## src/rtl/utu_pkg.sv

```systemverilog
// Shared types and constants for the UTF-8 to UTF-16 transcoder.
`timescale 1ns / 1ps

package utu_pkg;

   // Window and result limits
   localparam int unsigned WIN_DEPTH = 4;
   localparam logic [2:0]  MAX_UNITS = 3'd4;

   // Code point constants
   localparam logic [15:0] REPL_UNIT    = 16'hFFFD;
   localparam logic [20:0] CP_MAX       = 21'h10FFFF;
   localparam logic [20:0] CP_BMP_MAX   = 21'h00FFFF;
   localparam logic [20:0] CP_SUR_LO    = 21'h00D800;
   localparam logic [20:0] CP_SUR_HI    = 21'h00DFFF;
   localparam logic [20:0] CP_SUPP_BASE = 21'h010000;
   localparam logic [20:0] MIN_LEN2     = 21'h000080;
   localparam logic [20:0] MIN_LEN3     = 21'h000800;
   localparam logic [20:0] MIN_LEN4     = 21'h010000;
   localparam logic [5:0]  HI_SUR_TAG   = 6'b110110;
   localparam logic [5:0]  LO_SUR_TAG   = 6'b110111;

   // One request: a byte of UTF-8 text
   typedef struct packed {
      logic [7:0] data_byte;
      logic       text_end;
   } req_data_type;

   // One result: a UTF-16 code unit
   typedef struct packed {
      logic [15:0] code_unit;
      logic        run_last;
      logic        text_done;
   } rsp_data_type;

   // Sequencer states
   typedef enum logic [1:0] {
      ST_IDLE,
      ST_SCAN,
      ST_PAIR,
      ST_FINISH
   } seq_state_type;

   // What the scan unit decided for the front of the window
   typedef enum logic [1:0] {
      ACT_BAD,
      ACT_WAIT,
      ACT_UNIT,
      ACT_PAIR
   } scan_action_type;

   typedef struct packed {
      scan_action_type action;
      logic [15:0]     unit_hi;
      logic [15:0]     unit_lo;
      logic [2:0]      drop;
   } scan_result_type;

endpackage

```

## src/rtl/utu_scan.sv

```systemverilog
// Window scan unit: checks and decodes the sequence at the front of the byte window.
`timescale 1ns / 1ps

module utu_scan (
   input  logic [3:0][7:0]          window,
   input  logic [2:0]               count,
   output utu_pkg::scan_result_type result
);

   logic [7:0]  lead;
   logic [2:0]  seq_len;
   logic        lead_ok;
   logic [20:0] cp;
   logic [20:0] cp_min;
   logic        cont_ok;
   logic        range_bad;
   logic [20:0] supp_off;

   // Classify the lead byte and assemble the code point
   always_comb begin
      lead    = window[0];
      lead_ok = 1'b1;
      seq_len = 3'd1;
      cp_min  = 21'd0;
      cp      = {14'd0, lead[6:0]};
      cont_ok = 1'b1;
      if (lead[7] == 1'b0) begin
         seq_len = 3'd1;
         cp      = {14'd0, lead[6:0]};
      end else if (lead[7:5] == 3'b110) begin
         seq_len = 3'd2;
         cp_min  = utu_pkg::MIN_LEN2;
         cp      = {10'd0, lead[4:0], window[1][5:0]};
         cont_ok = (window[1][7:6] == 2'b10);
      end else if (lead[7:4] == 4'b1110) begin
         seq_len = 3'd3;
         cp_min  = utu_pkg::MIN_LEN3;
         cp      = {5'd0, lead[3:0], window[1][5:0], window[2][5:0]};
         cont_ok = (window[1][7:6] == 2'b10) && (window[2][7:6] == 2'b10);
      end else if (lead[7:3] == 5'b11110) begin
         seq_len = 3'd4;
         cp_min  = utu_pkg::MIN_LEN4;
         cp      = {lead[2:0], window[1][5:0], window[2][5:0], window[3][5:0]};
         cont_ok = (window[1][7:6] == 2'b10) && (window[2][7:6] == 2'b10)
                   && (window[3][7:6] == 2'b10);
      end else begin
         lead_ok = 1'b0;
      end
   end

   // Reject overlong forms, surrogates and values past the last code point
   assign range_bad = (cp < cp_min) || (cp > utu_pkg::CP_MAX)
                      || ((cp >= utu_pkg::CP_SUR_LO) && (cp <= utu_pkg::CP_SUR_HI));

   assign supp_off = cp - utu_pkg::CP_SUPP_BASE;

   // Pick the action for this step
   always_comb begin
      result.action  = utu_pkg::ACT_BAD;
      result.unit_hi = utu_pkg::REPL_UNIT;
      result.unit_lo = {utu_pkg::LO_SUR_TAG, supp_off[9:0]};
      result.drop    = 3'd1;
      if (!lead_ok) begin
         result.action = utu_pkg::ACT_BAD;
      end else if (count < seq_len) begin
         result.action = utu_pkg::ACT_WAIT;
      end else if (!cont_ok || range_bad) begin
         result.action = utu_pkg::ACT_BAD;
      end else if (cp <= utu_pkg::CP_BMP_MAX) begin
         result.action  = utu_pkg::ACT_UNIT;
         result.unit_hi = cp[15:0];
         result.drop    = seq_len;
      end else begin
         result.action  = utu_pkg::ACT_PAIR;
         result.unit_hi = {utu_pkg::HI_SUR_TAG, supp_off[19:10]};
         result.drop    = seq_len;
      end
   end

endmodule

```

## src/rtl/utf8_to_utf16_transcoder.sv

```systemverilog
// Top level of the UTF-8 to UTF-16 transcoder: byte window, sequencer and result register.
`timescale 1ns / 1ps

// Takes one UTF-8 byte per request and returns zero to four UTF-16 code units,
// the last of which carries run_last (and text_done when the byte ends the text).
// Bytes wait in a four-byte window; one scan unit resolves the sequence at the
// front of the window in each cycle unless rsp_stall holds the result register.
// A byte passes through an accept step, one scan step per unit given (up to four
// after a bad continuation), one more for the low half of a surrogate pair, one
// scan step that finds the window empty, the sequence incomplete or the unit
// limit reached (it also gives the replacement when the text ends inside a
// sequence) and a closing step, plus any wait while rsp_stall holds the result
// register. req_stall is high until the byte is fully handled.
module utf8_to_utf16_transcoder (
   input  logic                  clock,
   input  logic                  reset,
   input  logic                  req_valid,
   output logic                  req_stall,
   input  utu_pkg::req_data_type req_data,
   output logic                  rsp_valid,
   input  logic                  rsp_stall,
   output utu_pkg::rsp_data_type rsp_data
);

   utu_pkg::seq_state_type   state_ff, state_in;
   logic [3:0][7:0]          win_ff, win_in;
   logic [2:0]               count_ff, count_in;
   logic [2:0]               nres_ff, nres_in;
   logic                     end_ff, end_in;
   logic                     pend_valid_ff, pend_valid_in;
   logic [15:0]              pend_unit_ff, pend_unit_in;
   logic [15:0]              lo_unit_ff, lo_unit_in;
   logic                     rsp_valid_ff, rsp_valid_in;
   utu_pkg::rsp_data_type    rsp_data_ff, rsp_data_in;
   utu_pkg::scan_result_type scan;
   logic                     out_free;
   logic                     push_ok;
   logic                     scan_done;
   logic [3:0][7:0]          win_shift;
   logic [2:0]               count_shift;

   utu_scan u_scan (
      .window (win_ff),
      .count  (count_ff),
      .result (scan)
   );

   assign out_free  = !rsp_valid_ff || !rsp_stall;
   assign push_ok   = !pend_valid_ff || out_free;
   assign scan_done = (count_ff == 3'd0) || (nres_ff == utu_pkg::MAX_UNITS);

   // Drop the resolved bytes from the front of the window
   always_comb begin
      logic [2:0] src;
      win_shift = win_ff;
      for (int i = 0; i < 4; i++) begin
         src = 3'(i) + scan.drop;
         if (src < 3'd4) begin
            win_shift[i] = win_ff[src[1:0]];
         end
      end
      count_shift = (count_ff > scan.drop) ? (count_ff - scan.drop) : 3'd0;
   end

   // Next state
   always_comb begin
      state_in = state_ff;
      case (state_ff)
         utu_pkg::ST_IDLE: begin
            if (req_valid) begin
               state_in = utu_pkg::ST_SCAN;
            end
         end
         utu_pkg::ST_SCAN: begin
            if (scan_done) begin
               state_in = utu_pkg::ST_FINISH;
            end else begin
               case (scan.action)
                  utu_pkg::ACT_WAIT: begin
                     if (!end_ff || push_ok) begin
                        state_in = utu_pkg::ST_FINISH;
                     end
                  end
                  utu_pkg::ACT_PAIR: begin
                     if (push_ok) begin
                        state_in = utu_pkg::ST_PAIR;
                     end
                  end
                  default: state_in = utu_pkg::ST_SCAN;
               endcase
            end
         end
         utu_pkg::ST_PAIR: begin
            if (nres_ff == utu_pkg::MAX_UNITS || push_ok) begin
               state_in = utu_pkg::ST_SCAN;
            end
         end
         utu_pkg::ST_FINISH: begin
            if (!pend_valid_ff || out_free) begin
               state_in = utu_pkg::ST_IDLE;
            end
         end
         default: state_in = utu_pkg::ST_IDLE;
      endcase
   end

   // Datapath and output register updates
   always_comb begin
      logic        do_push;
      logic [15:0] push_unit;
      logic [1:0]  widx;
      win_in        = win_ff;
      count_in      = count_ff;
      nres_in       = nres_ff;
      end_in        = end_ff;
      pend_valid_in = pend_valid_ff;
      pend_unit_in  = pend_unit_ff;
      lo_unit_in    = lo_unit_ff;
      rsp_valid_in  = rsp_valid_ff && rsp_stall;
      rsp_data_in   = rsp_data_ff;
      do_push       = 1'b0;
      push_unit     = scan.unit_hi;
      widx          = (count_ff > 3'd3) ? 2'd3 : count_ff[1:0];
      case (state_ff)
         utu_pkg::ST_IDLE: begin
            // Append the request byte to the window
            if (req_valid) begin
               win_in[widx] = req_data.data_byte;
               count_in     = {1'b0, widx} + 3'd1;
               nres_in      = 3'd0;
               end_in       = req_data.text_end;
            end
         end
         utu_pkg::ST_SCAN: begin
            if (!scan_done && push_ok) begin
               case (scan.action)
                  utu_pkg::ACT_WAIT: begin
                     // Text ends inside a sequence: one replacement, drop the rest
                     if (end_ff) begin
                        do_push   = 1'b1;
                        push_unit = utu_pkg::REPL_UNIT;
                        count_in  = 3'd0;
                     end
                  end
                  utu_pkg::ACT_PAIR: begin
                     do_push    = 1'b1;
                     lo_unit_in = scan.unit_lo;
                     win_in     = win_shift;
                     count_in   = count_shift;
                  end
                  default: begin
                     do_push  = 1'b1;
                     win_in   = win_shift;
                     count_in = count_shift;
                  end
               endcase
            end
         end
         utu_pkg::ST_PAIR: begin
            if (nres_ff != utu_pkg::MAX_UNITS && push_ok) begin
               do_push   = 1'b1;
               push_unit = lo_unit_ff;
            end
         end
         utu_pkg::ST_FINISH: begin
            // Release the held unit marked as the last of this request
            if (!pend_valid_ff || out_free) begin
               if (pend_valid_ff) begin
                  rsp_valid_in          = 1'b1;
                  rsp_data_in.code_unit = pend_unit_ff;
                  rsp_data_in.run_last  = 1'b1;
                  rsp_data_in.text_done = end_ff;
                  pend_valid_in         = 1'b0;
               end
               if (end_ff) begin
                  count_in = 3'd0;
               end
            end
         end
         default: begin
            count_in = count_ff;
         end
      endcase
      // Hold the new unit; move the previously held one out
      if (do_push) begin
         if (pend_valid_ff) begin
            rsp_valid_in          = 1'b1;
            rsp_data_in.code_unit = pend_unit_ff;
            rsp_data_in.run_last  = 1'b0;
            rsp_data_in.text_done = 1'b0;
         end
         pend_valid_in = 1'b1;
         pend_unit_in  = push_unit;
         nres_in       = nres_ff + 3'd1;
      end
   end

   // Control registers
   always_ff @(posedge clock) begin
      if (reset) begin
         state_ff      <= utu_pkg::ST_IDLE;
         count_ff      <= 3'd0;
         nres_ff       <= 3'd0;
         end_ff        <= 1'b0;
         pend_valid_ff <= 1'b0;
         rsp_valid_ff  <= 1'b0;
      end else begin
         state_ff      <= state_in;
         count_ff      <= count_in;
         nres_ff       <= nres_in;
         end_ff        <= end_in;
         pend_valid_ff <= pend_valid_in;
         rsp_valid_ff  <= rsp_valid_in;
      end
   end

   // Payload registers
   always_ff @(posedge clock) begin
      win_ff       <= win_in;
      pend_unit_ff <= pend_unit_in;
      lo_unit_ff   <= lo_unit_in;
      rsp_data_ff  <= rsp_data_in;
   end

   assign req_stall = (state_ff != utu_pkg::ST_IDLE);
   assign rsp_valid = rsp_valid_ff;
   assign rsp_data  = rsp_data_ff;

endmodule

```

## config.mk

```make
export PLATFORM = sky130hd
export DESIGN_NAME = utf8_to_utf16_transcoder
export DESIGN_NICKNAME = d
export VERILOG_FILES = /design/src/rtl/utu_pkg.sv /design/src/rtl/utu_scan.sv /design/src/rtl/utf8_to_utf16_transcoder.sv
export SDC_FILE = /design/constraint.sdc
export NUM_CORES = 1
export LEC_CHECK = 0
export BUFFER_PORTS_ARGS = -buffer_cell sky130_fd_sc_hd__buf_4
export CAP_MARGIN = 20
export CORE_AREA = 5 5 150 116
export CTS_CLUSTER_DIAMETER = 50
export DETAILED_ROUTE_END_ITERATION = 10
export DIE_AREA = 0 0 155 121
export MAX_ROUTING_LAYER = met4
export REMOVE_ABC_BUFFERS = 1
export SLEW_MARGIN = 0
export SYNTH_ARGS = -nofsm -noshare
export SYNTH_HDL_FRONTEND = slang
export SYNTH_SLANG_ARGS = --single-unit
export TNS_END_PERCENT = 50
```

## constraint.sdc

```tcl
create_clock -name clock -period 4.55 [get_ports clock]
set_input_delay 0.6825 -clock clock [delete_from_list [all_inputs] [get_ports clock]]
set_output_delay 0.6825 -clock clock [all_outputs]
set_load 0.05 [all_outputs]
```

==> After elaboration in Yosys (flattened, before gate mapping) <==
Index checks and enable logic that the tools add are counted.
{ "totals": {"wordCells": 195, "register_bits": 87, "input_bits": 13, "out_inout_bits": 20} }
{ "op_classes": {"mux": 91, "magnitude_cmp": 18, "n_reduce_logical": 40, "eq_ne": 24, "addsub": 7} }
{ "op_table": {"columns": ["operator", "count"], "rows": [
  ["two-way mux 21 bit", 7],
  ["two-way mux 16 bit", 7],
  ["two-way mux 32 bit", 3],
  ["two-way mux 18 bit", 5],
  ["two-way mux 8 bit", 9],
  ["binary-select mux 8 bit (select 2 bit)", 4],
  ["one-hot mux 32 bit (2 select lines)", 1],
  ["two-way mux 3 bit", 16],
  ["<= comparator 21 x 16 -> 1 bit, second input constant", 2],
  ["two-way mux 17 bit", 2],
  ["bitwise mux 32 bit", 1],
  ["one-hot mux 16 bit (2 select lines)", 1],
  ["AND reduction 5 bit", 5],
  [">= comparator 21 x 16 -> 1 bit, second input constant", 1],
  ["greater-than comparator 21 bit, second input constant", 1],
  ["< comparator 21 bit", 1],
  ["two-way mux 1 bit", 20],
  ["two-way mux 2 bit", 10],
  ["subtractor 20 x 17 -> 20 bit, second input constant", 1],
  ["!= test 2 bit, second input constant", 9],
  ["demux 8 bit (select 2 bit)", 1],
  ["< comparator 2 x 3 -> 1 bit, second input constant", 5],
  ["equality test 2 bit, second input constant", 6],
  ["< comparator 3 bit, second input constant", 4],
  ["other kinds (29)", 58]
]} }

==> Depth between registers and ports, before layout <==
Gate-level depths: netlist of the first run.
{ "logic_depth": {"word_depth": 19, "ltp_mapped": 21} }

==> Cells and area by module <==
A second synthesis of the first run with hierarchy kept.
{ "hier_totals": {"hier_cells": 644, "hier_area_um2": 6677.7} }
{ "modules_own_cells": {"columns": ["mod", "n_inst", "area_each_um2", "seq_area_each_um2", "cells_per_inst"], "rows": [
  ["utf8_to_utf16_transcoder", 1, 5286.3, 2672.6, 430],
  ["utu_scan", 1, 1391.3, 0.0, 214]
]} }

==> Least setup slack after synthesis of the first run <==
OpenSTA, ideal clock, no wires.
{ "synth_timing": {"path_type": "reg-to-reg", "start": "register win_ff[5] (netlist name)", "end": "register win_ff[24] (netlist name), enable pin", "required_time_ns": 4.164, "path_stages_with_launch": 17, "arrival_ns": 3.708, "slack_ns": 0.456, "cell_sequence": "edfxtp_1 > buf_6 > and2_1 > clkbuf_2 > a221oi_1 > o22ai_1 > nor3_2 > and3_1 > buf_6 > a31oi_1 > a21o_1 > or3_1 > buf_6 > buf_2 > ha_1 > xnor2_1 > a211oi_1"} }
{ "synth_via": {"elab_chain_cells": 16, "word_cells_on_any_way": 47, "cone_classes": "add/sub (1); order compare (7); eq/ne (6); mux (27); reduce/logical (6)"} }
{ "synth_lines": {"columns": ["item", "line", "source"], "rows": [
  ["start, declared", "utf8_to_utf16_transcoder.sv:26", "logic [3:0][7:0] win_ff, win_in;"],
  ["start signal, assigned", "utf8_to_utf16_transcoder.sv:219", "win_ff <= win_in;"],
  ["equality test 5 bit", "utu_scan.sv:40", "end else if (lead[7:3] == 5'b11110) begin"],
  ["two-way mux 21 bit or two-way mux 17 bit (tied branches)", "utu_scan.sv:40", null],
  ["two-way mux 21 bit", "utu_scan.sv:35", "end else if (lead[7:4] == 4'b1110) begin"],
  ["two-way mux 21 bit", "utu_scan.sv:30", "end else if (lead[7:5] == 3'b110) begin"],
  ["two-way mux 21 bit", "utu_scan.sv:27", "if (lead[7] == 1'b0) begin"],
  ["< comparator 21 bit (tied with other cells)", "utu_scan.sv:52", "assign range_bad = (cp < cp_min) || (cp > utu_pkg::CP_MAX)"],
  ["logical OR 1 bit or logical AND 1 bit (tied branches)", "utu_scan.sv:52, utu_scan.sv:53", null],
  ["logical OR 1 bit", "utu_scan.sv:53", "|| ((cp >= utu_pkg::CP_SUR_LO) && (cp <= utu_pkg::CP_SUR_HI));"],
  ["logical OR 1 bit", "utu_scan.sv:67", "end else if (!cont_ok || range_bad) begin"],
  ["two-way mux 3 bit", "utu_scan.sv:67", null],
  ["two-way mux 3 bit", "utu_scan.sv:65", "end else if (count < seq_len) begin"],
  ["two-way mux 3 bit", "utu_scan.sv:63", "if (!lead_ok) begin"],
  ["adder 2 x 3 -> 3 bit", "utf8_to_utf16_transcoder.sv:57", "src = 3'(i) + scan.drop;"],
  ["< comparator 3 bit", "utf8_to_utf16_transcoder.sv:58", "if (src < 3'd4) begin"],
  ["!= test 2 bit (no source line)", null, null],
  ["AND reduction 5 bit (no source line) (*)", null, null]
]} }
Every way passes the cells marked *; elsewhere a longest branch is shown, timed or not.
A chain may end at the register's enable or synchronous reset.

==> Worst setup path in the final report of the first run <==
{ "layout_timing": {"start": "register win_ff[4] (netlist name)", "end": "register count_ff[1]"} }
{ "layout_via": {"elab_chain_cells": 17, "word_cells_on_any_way": 47, "cone_classes": "add/sub (1); order compare (7); eq/ne (3); mux (31); reduce/logical (5)"} }
{ "layout_lines": {"columns": ["item", "line", "source"], "rows": [
  ["equality test 5 bit", "utu_scan.sv:40", null],
  ["two-way mux 21 bit or two-way mux 17 bit (tied branches)", "utu_scan.sv:40", null],
  ["two-way mux 21 bit", "utu_scan.sv:35", null],
  ["two-way mux 21 bit", "utu_scan.sv:30", null],
  ["two-way mux 21 bit", "utu_scan.sv:27", null],
  ["< comparator 21 bit (tied with other cells)", "utu_scan.sv:52", null],
  ["logical OR 1 bit or logical AND 1 bit (tied branches)", "utu_scan.sv:52, utu_scan.sv:53", null],
  ["logical OR 1 bit", "utu_scan.sv:53", null],
  ["logical OR 1 bit", "utu_scan.sv:67", null],
  ["two-way mux 3 bit", "utu_scan.sv:67", null],
  ["two-way mux 3 bit", "utu_scan.sv:65", null],
  ["two-way mux 3 bit", "utu_scan.sv:63", null],
  ["subtractor 3 bit or greater-than comparator 3 bit (tied branches)", "utf8_to_utf16_transcoder.sv:62", "count_shift = (count_ff > scan.drop) ? (count_ff - scan.drop) : 3'd0;"],
  ["two-way mux 3 bit", "utf8_to_utf16_transcoder.sv:62", null],
  ["two-way mux 3 bit (*)", "utf8_to_utf16_transcoder.sv:136", "case (scan.action)"],
  ["two-way mux 3 bit (*)", "utf8_to_utf16_transcoder.sv:135", "if (!scan_done && push_ok) begin"],
  ["one-hot mux 3 bit (3 select lines) (*)", "utf8_to_utf16_transcoder.sv:124", "case (state_ff)"],
  ["end signal, assigned", "utf8_to_utf16_transcoder.sv:209", "count_ff <= count_in;"],
  ["end, declared", "utf8_to_utf16_transcoder.sv:27", "logic [2:0] count_ff, count_in;"]
]} }
Every way passes the cells marked *; elsewhere a longest branch is shown, timed or not. The select of a mux whose other input is x is not followed.

==> summary.md, run 1 <==
| Metric | Value |
|---|---|
| Peak fanout along the critical path | 11 |
| Post-CTS Hold Buffers | 0 |
| Slack of the worst reg-to-reg path | 0.25 ns |
| CP cell instances | buf_4 -> buf_4 -> o21ai_0 -> o21ai_0 -> o22a_1 -> and4_1 -> and3_1 -> a21o_1 -> a21o_1 -> or3_1 -> ha_1 -> a21o_1 -> a21oi_1 -> a31oi_1 -> a32oi_1 -> o21ai_0 -> a22oi_1 -> nor2_1 |
| Crit path kind | reg2reg |
| Unrepaired setup endpoints after global routing | false |
| Min-delay worst type | reg2reg |
| HPWL after detailed placement | 13700 um |
| Max-cap violation count | 0 |
| Vias | 5694 |
| # H-tree levels | 3 |
| Antenna Cells | 0 |
| Clock Tree Root | clkbuf_16 |
| Tot Pwr | 4.56 mW |
| TritonCTS buffer count | 9 |
| Core box area | 15800 um^2 |
| Max Slew Vio Count | 0 |
| Period utilization | 0.944 |
| R2r startpoint | win_ff[4]$_DFFE_PP_ |
| CTS sink cnt | 87 |
| Hold Path End | rsp_data[0]$_DFF_P_ |
| Post-synthesis sequential area ratio | 0.404 |
| Worst clock skew | 0.00625 ns |
| GR peak layer | met1 |
| Largest net degree at the start of global routing | 56 |
| Mean post-synth cell area | 9.07 um^2 |
| DRT antenna net count | 0 |
| Cell variety after synth | 77 |
| Tmin final | 4.30 ns |
| Hold Fails Final Rpt | 0 |
| Worst vdd ir | 0.000230 V |
| Number of global-route vias before repair | 5226 |
| Worst Path Required | 4.79 ns |
| Met1 Usage GRT | 0.297 |
| Leak | 2.56 nW |
| Initial DRC count | 568 |
| Nets@finish | 751 |
| Nature of the critical path startpoint | register |
| CTS tree | yes |
| Area added between synthesis and finish | 13.9% |
| Hold Path Origin | rsp_data[0]$_DFF_P_ |
| Post-synth EDFFs | 75 |
| Via density | 6.12 |
| Hold Crit Depth | 2 |
| R2r worst-path depth | 18 |
| Maximum root-to-sink buffer count | 2 |
| Initial antenna violation count | 0 |
| Synth top area share | 0.365 |
| GR Util met2 | 0.294 |
| Worst Setup End Kind | register |
| Ports | 33 |
| Share of synthesized registers carrying an async set or reset | 0 |
| Ys Warns | 0 |
| Chip height | 121 um |
| Starting Density | 0.391 |
| Clock Pin Slew Worst Setup and Hold Paths | 0.07 ns |
| Synth area leader | edfxtp_1 |
| Post-Route WL | 18900 um |
| Synth Instances | 680 |
| Die width | 155 um |
| GPL Wtd Cong | 0.981 |
| Die ar. | 18800 um^2 |
| Maximum clock rate | 233 MHz |
| M3 GR Usage | 0.0421 |
| Port Buffers | 32 |
| Final setup violation count | 0 |
| Reg-to-Reg End | count_ff[1]$_SDFFE_PP0P_ |
| Router iterations before antenna repair | 5 |
| Post-synthesis register bit count | 87 |
| Layout cells sized above 1 | 0.160 |
| First-pass GRT wire length | 29600 um |
| Slew margin rel. | 0.327 |
| CP max stage cell | edfxtp_1 |
| Layout Utilization | 0.446 |
| Worst Max-Slew Pin Slew | 1.01 ns |
| Routed len/inst | 20.3 um |
| Later-pin clock latency in the skew report | 0.35 ns |
| Drc violations | 0 |
| # rows | 40 |
| Gr usage total | 0.207 |
| Area after DPL | 6660 um^2 |
| Arrival time at the worst endpoint | 4.53 ns |
| Crit-path max cell delay | 0.54 ns |
| Outcome | complete, no violations |
| Grt total ovfl | 0 |
| Final setup TNS | 0 ns |
| PwrDens | 649 nW/um^2 |
| Ranking of synthesized cells by area | edfxtp_1 (37%), nand2_1 (5.2%), ha_1 (4.3%), mux2i_1 (4.2%), dfxtp_1 (3.9%) |
| Post-Syn Area | 6170 um^2 |
| Design Area, Final | 7020 um^2 |
| Prevailing post-synth register cell | edfxtp_1 |
==> through the flow <==
| stage | hold slack, ns | std cells | setup WS [ns] |
|---|---|---|---|
| after floorplan | 0.478 | 629 | -0.848 |
| after global placement | 0.475 | 905 | 0.264 |
| after detailed placement | 0.485 | 905 | 0.205 |
| after CTS | 0.495 | 921 | 0.190 |
| after global routing | 0.549 | 931 | 0.0258 |
| final | 0.497 | 931 | 0.255 |
==> critical path, delay by kind of cell (launching register included) <==
kind,cells,cell delay (ns)
flops,1,0.54
fa+ha+maj,1,0.34
simple gates,4,1.03
buf+inv,2,0.37
compound gates,11,1.89
==> cells by family after synthesis <==
kind of cell	Yosys count	synth area share
and+or+nand+nor	234	0.183
AOI/OAI and AO/OA	213	0.240
buffers and inverters	89	0.0696
DFF	87	0.404
muxes	32	0.0531
adders and majority gates	22	0.0458
xor gates and xnor gates	3	0.00426
==> layout make-up <==
cell class	count	area (um^2)
Clock buffer	11	233
Inverter	38	151
Timing Repair Buffer	76	571
Fill cell	1532	8740
Clock inverter	5	58.8
Multi-Input combinational cell	504	3260
Sequential cell	87	2490
Tap cell	210	263
==> synth_stat cells, types with 5 or more instances <==
master and count:
a21oi_1 44, buf_1 7, nand2b_1 7, nand3_1 24, o31a_1 6, mux2i_1 26, a32oi_1 6, a32o_1 13
buf_2 14, ha_1 21, dfxtp_1 12, o21ai_0 40, mux2_2 6, nand4_1 6, o22ai_1 8, o221ai_1 5
nand2_1 85, nor2b_1 8, nor2_1 53, inv_1 34, and3_1 7, a31oi_1 9, o211ai_1 14, edfxtp_1 75
clkbuf_1 20, nor3_1 13, a211oi_1 16, a21o_1 12, buf_6 7
==> per-layer routing <==
layer	wire (um)	part of all wire
met5	0	0
met4	278	0.015
met3	1460	0.077
met2	8170	0.43
met1	8950	0.47
==> where the power goes <==
part	switching, mW	internal (mW)	total (mW)
combinational	1.52	0.905	2.43
sequential	0.216	1.16	1.38
clock	0.327	0.426	0.753
total	2.07	2.49	4.56
==> cell usage in the layout (no fill, tap or decap), drive strengths merged, types with 16 or more instances in the layout <==
| cell | n |
|---|---|
| a211oi | 16 |
| inv | 35 |
| nand2 | 86 |
| edfxtp | 75 |
| ha | 21 |
| nand3 | 24 |
| nor2 | 53 |
| a21oi | 44 |
| mux2i | 26 |
| o21ai | 42 |
| buf | 76 |
==> how the worst max path moves through the flow <==
stage,from,end,slack (ns),cells after the start
3_3_place_gp,win_ff[4]$_DFFE_PP_,win_ff[25]$_DFFE_PP_,0.26,14
6_report,win_ff[4]$_DFFE_PP_,count_ff[1]$_SDFFE_PP0P_,0.25,18
4_1_cts,win_ff[4]$_DFFE_PP_,win_ff[25]$_DFFE_PP_,0.19,14
3_5_place_dp,win_ff[4]$_DFFE_PP_,win_ff[25]$_DFFE_PP_,0.21,14
2_1_floorplan,win_ff[5]$_DFFE_PP_,register,-0.85,10
5_1_grt,win_ff[4]$_DFFE_PP_,count_ff[1]$_SDFFE_PP0P_,0.03,18
==> timing repair <==
action / CTS / global route
buffers inserted: 0 / 10
resized for setup: 0 / 1
setup endpoints to repair: 0 / 18
Power figures use the tool's default switching activity.
==> run 2: changes to the inputs <==
Settings changed: ABC_AREA set to 1, CORE_AREA 5 5 150 116 to 5 5 152 118, DIE_AREA 0 0 155 121 to 0 0 157 123.
==> run 2 against run 1 <==
  * Maximum frequency grew 5.4%
  * Combinational power is essentially flat
  * Register-to-register slack gained 0.22 ns
  * Critical path depth grew 2
  * Design area grew 0.93%
  * Clock power grew 5.8%
  * Clock skew grew 0.0055 ns
  * Critical endpoint is now win_ff[28]$_DFFE_PP_
  * Largest power group unchanged
  * Highest routed layer unchanged
==> summary.md, run 2 <==
| Metric | Value |
|---|---|
| Port Buffers | 32 (unchanged) |
| DRT antenna net count | 0 (unchanged) |
| CTS sink cnt | 87 (unchanged) |
| Grt total ovfl | 0 (unchanged) |
| Gr usage total | 0.201 (was 0.207) |
| Worst Setup End Kind | register (unchanged) |
| Unrepaired setup endpoints after global routing | false (unchanged) |
| Hold Path Origin | rsp_data[0]$_DFF_P_ (unchanged) |
| Leak | 3.11 nW (was 2.56 nW) |
| HPWL after detailed placement | 13700 um (about the same) |
| Post-placement cell count | 1104 (was 905) |
| R2r startpoint | win_ff[4]$_DFFE_PP_ (unchanged) |
| Ports | 33 (unchanged) |
| Number of global-route vias before repair | 5665 (was 5226) |
| Mean post-synth cell area | 7.25 um^2 (was 9.07 um^2) |
| R2r worst-path depth | 20 (was 18) |
| Maximum root-to-sink buffer count | 2 (unchanged) |
| CTS resizes | 0 (unchanged) |
| CTS tree | yes (unchanged) |
| Synth Instances | 877 (was 680) |
| Initial antenna violation count | 0 (unchanged) |
| Arrival time at the worst endpoint | 4.18 ns (was 4.53 ns) |
| Hold Path End | rsp_data[0]$_DFF_P_ (unchanged) |
| Tot Pwr | 4.66 mW (was 4.56 mW) |
| Area after DPL | 6780 um^2 (was 6660 um^2) |
| Postcts setup bufs | 0 (unchanged) |
| Post-Route WL | 18400 um (was 18900 um) |
| Cell variety after synth | 47 (was 77) |
| Layout cells sized above 1 | 0.118 (was 0.160) |
| Reg-to-Reg End | win_ff[28]$_DFFE_PP_ (was count_ff[1]$_SDFFE_PP0P_) |
| Most frequent cells in the layout | nand2_1 (264), nand3_1 (134), edfxtp_1 (75) (was nand2_1 (84), buf_4 (76), edfxtp_1 (75)) |
| # H-tree levels | 3 (unchanged) |
| Outcome | complete, no violations (unchanged) |
| Max Slew Vio Count | 0 (unchanged) |
| Worst clock skew | 0.0118 ns (was 0.00625 ns) |
| Worst Max-Slew Pin Slew | 0.771 ns (was 1.01 ns) |
| Crit path kind | reg2reg (unchanged) |
| Worst Path Required | 4.65 ns (was 4.79 ns) |
| Via density | 5.41 (was 6.12) |
| Post-Syn Area | 6360 um^2 (was 6170 um^2) |
| Post-CTS Hold Buffers | 0 (unchanged) |
| Peak fanout along the critical path | 16 (was 11) |
| Final worst slack | 0.475 ns (was 0.255 ns) |
| Layout Utilization | 0.433 (was 0.446) |
| Router iterations before antenna repair | 5 (unchanged) |
| Tmin final | 4.07 ns (was 4.30 ns) |
| Synth top area share | 0.354 (was 0.365) |
| Hold Crit Depth | 2 (unchanged) |
| Die ar. | 19300 um^2 (was 18800 um^2) |
| Filler cells | 1656 (was 1532) |
| Max-cap violation count | 0 (unchanged) |
| Final setup TNS | 0 ns (unchanged) |
| Hold Fails Final Rpt | 0 (unchanged) |
| Slack of the worst reg-to-reg path | 0.48 ns (was 0.25 ns) |
| Post-synthesis register bit count | 87 (unchanged) |
| Routed len/inst | 16.5 um (was 20.3 um) |
| Commonest cells in the netlist | nand2_1 (264), nand3_1 (134), edfxtp_1 (75), inv_1 (73), nor2_1 (73) (was nand2_1 (85), edfxtp_1 (75), nor2_1 (53), a21oi_1 (44), o21ai_0 (40)) |
| Synth area leader | edfxtp_1 (unchanged) |
| Commonest non-fill, non-tap cell in the layout | nand2_1 (unchanged) |
| Share of synthesized registers carrying an async set or reset | 0 (unchanged) |
| Clock Tree Root | clkbuf_16 (unchanged) |
| Starting Density | 0.389 (was 0.391) |
| Antenna Cells | 0 (unchanged) |
| Largest net degree at the start of global routing | 43 (was 56) |
| Maximum clock rate | 245 MHz (was 233 MHz) |
| # rows | 41 (was 40) |
| TritonCTS buffer count | 9 (unchanged) |
| Final setup violation count | 0 (unchanged) |
| PwrDens | 657 nW/um^2 (was 649 nW/um^2) |
| Nature of the critical path startpoint | register (unchanged) |
| Die width | 157 um (was 155 um) |
| Design Area, Final | 7090 um^2 (was 7020 um^2) |
| Worst vdd ir | 0.000234 V (was 0.000230 V) |
| Vias | 6063 (was 5694) |
| Ys Warns | 0 (unchanged) |
| Final hold slack | 0.466 ns (was 0.497 ns) |
| Place WS | 0.567 ns (was 0.205 ns) |
| Area added between synthesis and finish | 11.5% (was 13.9%) |
| Drc violations | 0 (unchanged) |
| Period utilization | 0.896 (was 0.944) |
| Chip height | 123 um (was 121 um) |
| Nets@finish | 935 (was 751) |
| Initial DRC count | 608 (was 568) |
| Later-pin clock latency in the skew report | 0.35 ns (about the same) |
| Slew margin rel. | 0.484 (was 0.327) |
| Core box area | 16400 um^2 (was 15800 um^2) |
| Post-synthesis sequential area ratio | 0.392 (was 0.404) |
| Post-synth EDFFs | 75 (unchanged) |
| GPL Wtd Cong | 0.915 (was 0.981) |
| Layout Cells excl Fill | 1120 (was 931) |
| First-pass GRT wire length | 29900 um (was 29600 um) |
| Cell with the most instances after synthesis | nand2_1 (unchanged) |
| Ranking of synthesized cells by area | edfxtp_1 (35%), nand2_1 (16%), nand3_1 (11%), inv_1 (4.3%), nor2_1 (4.3%) (was edfxtp_1 (37%), nand2_1 (5.2%), ha_1 (4.3%), mux2i_1 (4.2%), dfxtp_1 (3.9%)) |
| Clock Pin Slew Worst Setup and Hold Paths | 0.06 ns (was 0.07 ns) |
| Min-delay worst type | reg2reg (unchanged) |
| Prevailing post-synth register cell | edfxtp_1 (unchanged) |
## run 2: cell types whose count changed after synthesis, moves of 15 or more
cell / delta
a211oi_1: -15
inv_1: +39
inv_2: +17
mux2i_1: -26
nand2_1: +179
nand3_1: +110
nand4_1: +28
nor2_1: +20
o21ai_0: -19
## run 2: how the worst max path moves through the flow
| stage | startpoint | end | slack [ns] |
|---|---|---|---|
| finish | win_ff[4]$_DFFE_PP_ | win_ff[28]$_DFFE_PP_ | 0.48 |
| global route | win_ff[5]$_DFFE_PP_ | win_ff[11]$_DFFE_PP_ | 0.11 |
| CTS | win_ff[4]$_DFFE_PP_ | win_ff[11]$_DFFE_PP_ | 0.55 |
| detailed placement | win_ff[4]$_DFFE_PP_ | win_ff[9]$_DFFE_PP_ | 0.57 |
| global placement | win_ff[4]$_DFFE_PP_ | win_ff[9]$_DFFE_PP_ | 0.62 |
| floorplan | win_ff[3]$_DFFE_PP_ | register | 0.45 |
## run 2: layout make-up
class,count,area (um^2),area share
Multi-Input combinational cell,662,3310,0.467
Sequential cell,87,2490,0.352
Timing Repair Buffer,47,353,0.0498
Inverter,93,353,0.0498
Tap cell,215,269,0.0379
Clock buffer,10,229,0.0323
Clock inverter,6,85.1,0.0120
## run 2: critical path, cell delays in order, from the launching register on
cell	delay, ns
edfxtp_1	0.51
nor2_2	0.48
nand2_2	0.20
inv_2	0.12
nand2_1	0.08
nand2_2	0.14
ha_1	0.15
or2_0	0.10
nor2_1	0.05
nand2_1	0.05
nand2_1	0.09
nand2_1	0.07
nand2_1	0.07
a21oi_2	0.22
nand4_4	0.23
clkinv_2	0.25
ha_1	0.28
inv_1	0.43
nand3_1	0.14
nand3_1	0.09
nand2_1	0.06
## run 2: cell families (layout without fill, tap and decap cells)
family	Yosys count	after routing	synth area share
AOI/OAI and AO/OA	96	96	0.0879
xor gates and xnor gates	4	4	0.00551
adders and majority gates	22	22	0.0445
buffers and inverters	128	156	0.0879
DFF	87	87	0.392
and+or+nand+nor	540	540	0.382
## run 2: layer usage
| metal | GRT usage | vias to the layer above | wire, um |
|---|---|---|---|
| met5 | - | - | 0 |
| met2 | 0.285 | 224 | 7680 |
| li1 | - | 3008 | - |
| met3 | 0.0395 | 19 | 1450 |
| met1 | 0.296 | 2812 | 9100 |
| met4 | 0.0482 | 0 | 223 |
## run 2: power by group
part | leakage (nW) | internal (mW) | switching (mW)
registers | 0.794 | 1.21 | 0.202
clock network | 0.152 | 0.480 | 0.317
logic | 2.16 | 0.708 | 1.74
==> run 3: changes to the inputs <==
Settings changed: CORE_AREA 5 5 152 118 to 5 5 156 121, DIE_AREA 0 0 157 123 to 0 0 161 126, SYNTH_HIERARCHICAL set to 1.
==> run 3 against run 2 <==
  * Die area up 5.0%
  * Maximum frequency decreased by 2.7%
  * Clock power is 4.0% lower
  * Synthesized cell count down 1.8%
  * Setup slack got worse by 0.11 ns
  * Design area up 4.7%
  * Critical path type unchanged
  * Largest cell class unchanged
==> summary.md, run 3 <==
| Metric | Value |
|---|---|
| Mean post-synth cell area | 7.77 um^2 (was 7.25 um^2) |
| Period utilization | 0.920 (was 0.896) |
| Compound-Gate Fraction of Synth Area | 0.148 (was 0.0879) |
| Most frequent cells in the layout | nand2_1 (191), o21ai_0 (97), inv_1 (92) (was nand2_1 (264), nand3_1 (134), edfxtp_1 (75)) |
| Later-pin clock latency in the skew report | 0.36 ns (was 0.35 ns) |
| Antenna Cells | 0 (unchanged) |
| Synth Area in Adders | 0.0422 (was 0.0445) |
| Tmin final | 4.19 ns (was 4.07 ns) |
| GPL Wtd Cong | 0.928 (was 0.915) |
| Slew margin rel. | 0.463 (was 0.484) |
| Nets@finish | 918 (was 935) |
| Cell with the most instances after synthesis | nand2_1 (unchanged) |
| Largest family of logic cells by synthesized area | simple AND/OR/NAND/NOR gates (unchanged) |
| Layout cells sized above 1 | 0.144 (was 0.118) |
| # rows | 42 (was 41) |
| Max-cap violation count | 0 (unchanged) |
| Worst clock skew | 0.0127 ns (was 0.0118 ns) |
| Grt total ovfl | 0 (unchanged) |
| Arrival time at the worst endpoint | 4.29 ns (was 4.18 ns) |
| Filler cells | 1765 (was 1656) |
| Post-synthesis sequential area ratio | 0.399 (was 0.392) |
| Maximum clock rate | 239 MHz (was 245 MHz) |
| Peak fanout along the critical path | 24 (was 16) |
| Unrepaired setup endpoints after global routing | false (unchanged) |
| Area added between synthesis and finish | 10.9% (was 11.5%) |
| Number of global-route vias before repair | 5469 (was 5665) |
| Synth Instances | 861 (was 877) |
| Port Buffers | 32 (unchanged) |
| Post-Route WL | 17700 um (was 18400 um) |
| Chip height | 126 um (was 123 um) |
| Gr usage total | 0.183 (was 0.201) |
| Synth top area share | 0.363 (was 0.354) |
| Cell variety after synth | 48 (was 47) |
| Mux share of post-synthesis cell area | 0.0239 (was 0) |
| Die width | 161 um (was 157 um) |
| Leak | 3.15 nW (was 3.11 nW) |
| Worst Path Required | 4.66 ns (was 4.65 ns) |
| Post-CTS Hold Buffers | 0 (unchanged) |
| Ports | 33 (unchanged) |
| Core box area | 17200 um^2 (was 16400 um^2) |
| Commonest non-fill, non-tap cell in the layout | nand2_1 (unchanged) |
| Share of synthesized registers carrying an async set or reset | 0 (unchanged) |
| Drc violations | 0 (unchanged) |
| Design Area, Final | 7420 um^2 (was 7090 um^2) |
| Crit path launch | win_ff[7]$_DFFE_PP_ (was win_ff[4]$_DFFE_PP_) |
| Post-Syn Area | 6690 um^2 (was 6360 um^2) |
| First-pass GRT wire length | 29300 um (was 29900 um) |
| Ys Warns | 6 (was 0) |
| Post-synth EDFFs | 81 (was 75) |
| Routed len/inst | 16.0 um (was 16.5 um) |
| Initial DRC count | 730 (was 608) |
| Max Slew Vio Count | 0 (unchanged) |
| Router iterations before antenna repair | 6 (was 5) |
| CTS tree | yes (unchanged) |
| Ranking of synthesized cells by area | edfxtp_1 (36%), nand2_1 (11%), o21ai_0 (7.3%), inv_1 (5.3%), nand3_1 (4.7%) (was edfxtp_1 (35%), nand2_1 (16%), nand3_1 (11%), inv_1 (4.3%), nor2_1 (4.3%)) |
| Prevailing post-synth register cell | edfxtp_1 (unchanged) |
| Hold Fails Final Rpt | 0 (unchanged) |
| Crit path kind | reg2reg (unchanged) |
| Starting Density | 0.388 (was 0.389) |
| Worst Setup End Kind | register (unchanged) |
| DRT antenna net count | 0 (unchanged) |
| Post-synthesis xor/xnor area fraction | 0.00785 (was 0.00551) |
| Clock Pin Slew Worst Setup and Hold Paths | 0.08 ns (was 0.06 ns) |
| Clock Tree Root | clkbuf_16 (unchanged) |
| # H-tree levels | 3 (unchanged) |
| Largest net degree at the start of global routing | 47 (was 43) |
| Final setup violation count | 0 (unchanged) |
| Outcome | complete, no violations (unchanged) |
| HPWL after detailed placement | 12900 um (was 13700 um) |
| Initial antenna violation count | 0 (unchanged) |
| Simple-gate share of the synthesized area | 0.273 (was 0.382) |
| R2r worst-path depth | 21 (was 20) |
| Synth area leader | edfxtp_1 (unchanged) |
| Nature of the critical path startpoint | register (unchanged) |
| TritonCTS buffer count | 9 (unchanged) |
| PwrDens | 670 nW/um^2 (was 657 nW/um^2) |
| Slack of the worst reg-to-reg path | 0.36 ns (was 0.48 ns) |
| Post-synthesis register bit count | 93 (was 87) |
| Maximum root-to-sink buffer count | 2 (unchanged) |
| R2r startpoint | win_ff[7]$_DFFE_PP_ (was win_ff[4]$_DFFE_PP_) |
| Min-delay worst type | reg2reg (unchanged) |
| Layout Cells excl Fill | 1108 (was 1120) |
| Via density | 5.27 (was 5.41) |
| Worst vdd ir | 0.000272 V (was 0.000234 V) |
| Area after DPL | 7050 um^2 (was 6780 um^2) |
| Vias | 5837 (was 6063) |
| Final setup TNS | 0 ns (unchanged) |
| Worst Max-Slew Pin Slew | 0.806 ns (was 0.771 ns) |
| Commonest cells in the netlist | nand2_1 (192), o21ai_0 (97), inv_1 (94), edfxtp_1 (81), nor2_1 (66) (was nand2_1 (264), nand3_1 (134), edfxtp_1 (75), inv_1 (73), nor2_1 (73)) |
| Final hold slack | 0.465 ns (was 0.466 ns) |
| Post-placement cell count | 1087 (was 1104) |
| CTS sink cnt | 93 (was 87) |
| Die ar. | 20300 um^2 (was 19300 um^2) |
[run 3: changes by cell type after synthesis, sizes merged, moves of 6 or more]
cell / delta
mux2i: +16
nand3: -67
buf: +7
nand4: -14
inv: +16
o22ai: +19
edfxtp: +6
o21ai: +78
nand2: -70
[run 3: metal layers]
metal | track usage | part of all wire | vias to the layer above | wire length, um
met1 | 0.274 | 0.52 | 2680 | 9180
met2 | 0.255 | 0.41 | 198 | 7250
met3 | 0.0333 | 0.060 | 17 | 1070
met5 | - | 0 | - | 0
li1 | - | - | 2942 | -
met4 | 0.0426 | 0.013 | 0 | 231
[run 3: power breakdown]
| group | internal, mW | switching [mW] | total [mW] |
|---|---|---|---|
| Clock | 0.386 | 0.379 | 0.765 |
| Sequential | 1.32 | 0.205 | 1.52 |
| Combinational | 0.825 | 1.86 | 2.68 |
| Total | 2.53 | 2.44 | 4.97 |
[run 3: cell families (layout without fill, tap and decap cells)]
group | count (synthesis) | in the layout
and+or+nand+nor | 385 | 385
AOI/OAI and AO/OA | 183 | 183
buffers and inverters | 154 | 177
DFF | 93 | 93
adders and majority gates | 22 | 22
muxes | 16 | 16
xor gates and xnor gates | 6 | 6
other | 2 | 6
[run 3: worst min-delay path by stage]
stage                                          to  slack, ns  depth (start not counted)                     from
after floorplan           nres_ff[1]$_SDFFE_PP0P_       0.46                          2  nres_ff[1]$_SDFFE_PP0P_
after global routing          rsp_data[0]$_DFF_P_       0.50                          2      rsp_data[0]$_DFF_P_
final                         rsp_data[0]$_DFF_P_       0.46                          2      rsp_data[0]$_DFF_P_
after detailed placement      rsp_data[0]$_DFF_P_       0.46                          2      rsp_data[0]$_DFF_P_
after global placement        rsp_data[0]$_DFF_P_       0.45                          2      rsp_data[0]$_DFF_P_
after CTS                     rsp_data[0]$_DFF_P_       0.47                          2      rsp_data[0]$_DFF_P_
[run 3: area by class of cell]
| class | instances | area (um^2) | share of cell area |
|---|---|---|---|
| sequential | 93 | 2670 | 0.360 |
| clock buffer | 9 | 225 | 0.0303 |
| timing repair buffer | 51 | 408 | 0.0550 |
| tap | 220 | 275 | 0.0371 |
| clock inverter | 7 | 68.8 | 0.00927 |
| inverter | 110 | 428 | 0.0577 |
| multi-input combinational | 618 | 3340 | 0.451 |
[run 3: per-stage QoR]
step                      power, mW  utilization  worst slack [ns]
after detailed placement       4.13        0.409             0.472
after global routing           5.37        0.431            0.0290
after floorplan                3.34            -            0.0195
after global placement         4.11        0.409             0.472
after CTS                      4.91        0.426             0.420
final                          4.97        0.431             0.362
[run 3: what timing repair did]
item | CTS | global route
endpoints found under the hold margin | 0 | 0
setup buffers | 0 | 5
setup endpoints to repair | 0 | 52
gates resized for setup | 0 | 3
[run 3: critical path, cell delays in order, from the launching register on]
cell      delay (ns)
edfxtp_1        0.50
nand2_4         0.14
inv_2           0.15
nand2_2         0.24
nand2_1         0.10
nor2_2          0.19
nand2_1         0.09
nand2_2         0.10
nand2_1         0.12
nor2_4          0.20
nand4_2         0.14
nand2_4         0.17
nand4_1         0.18
a21oi_1         0.38
inv_2           0.10
nor2_4          0.11
nand2_1         0.09
nand4_4         0.11
nand2_4         0.06
nand2_4         0.24
nand2_1         0.22
buf_4           0.27
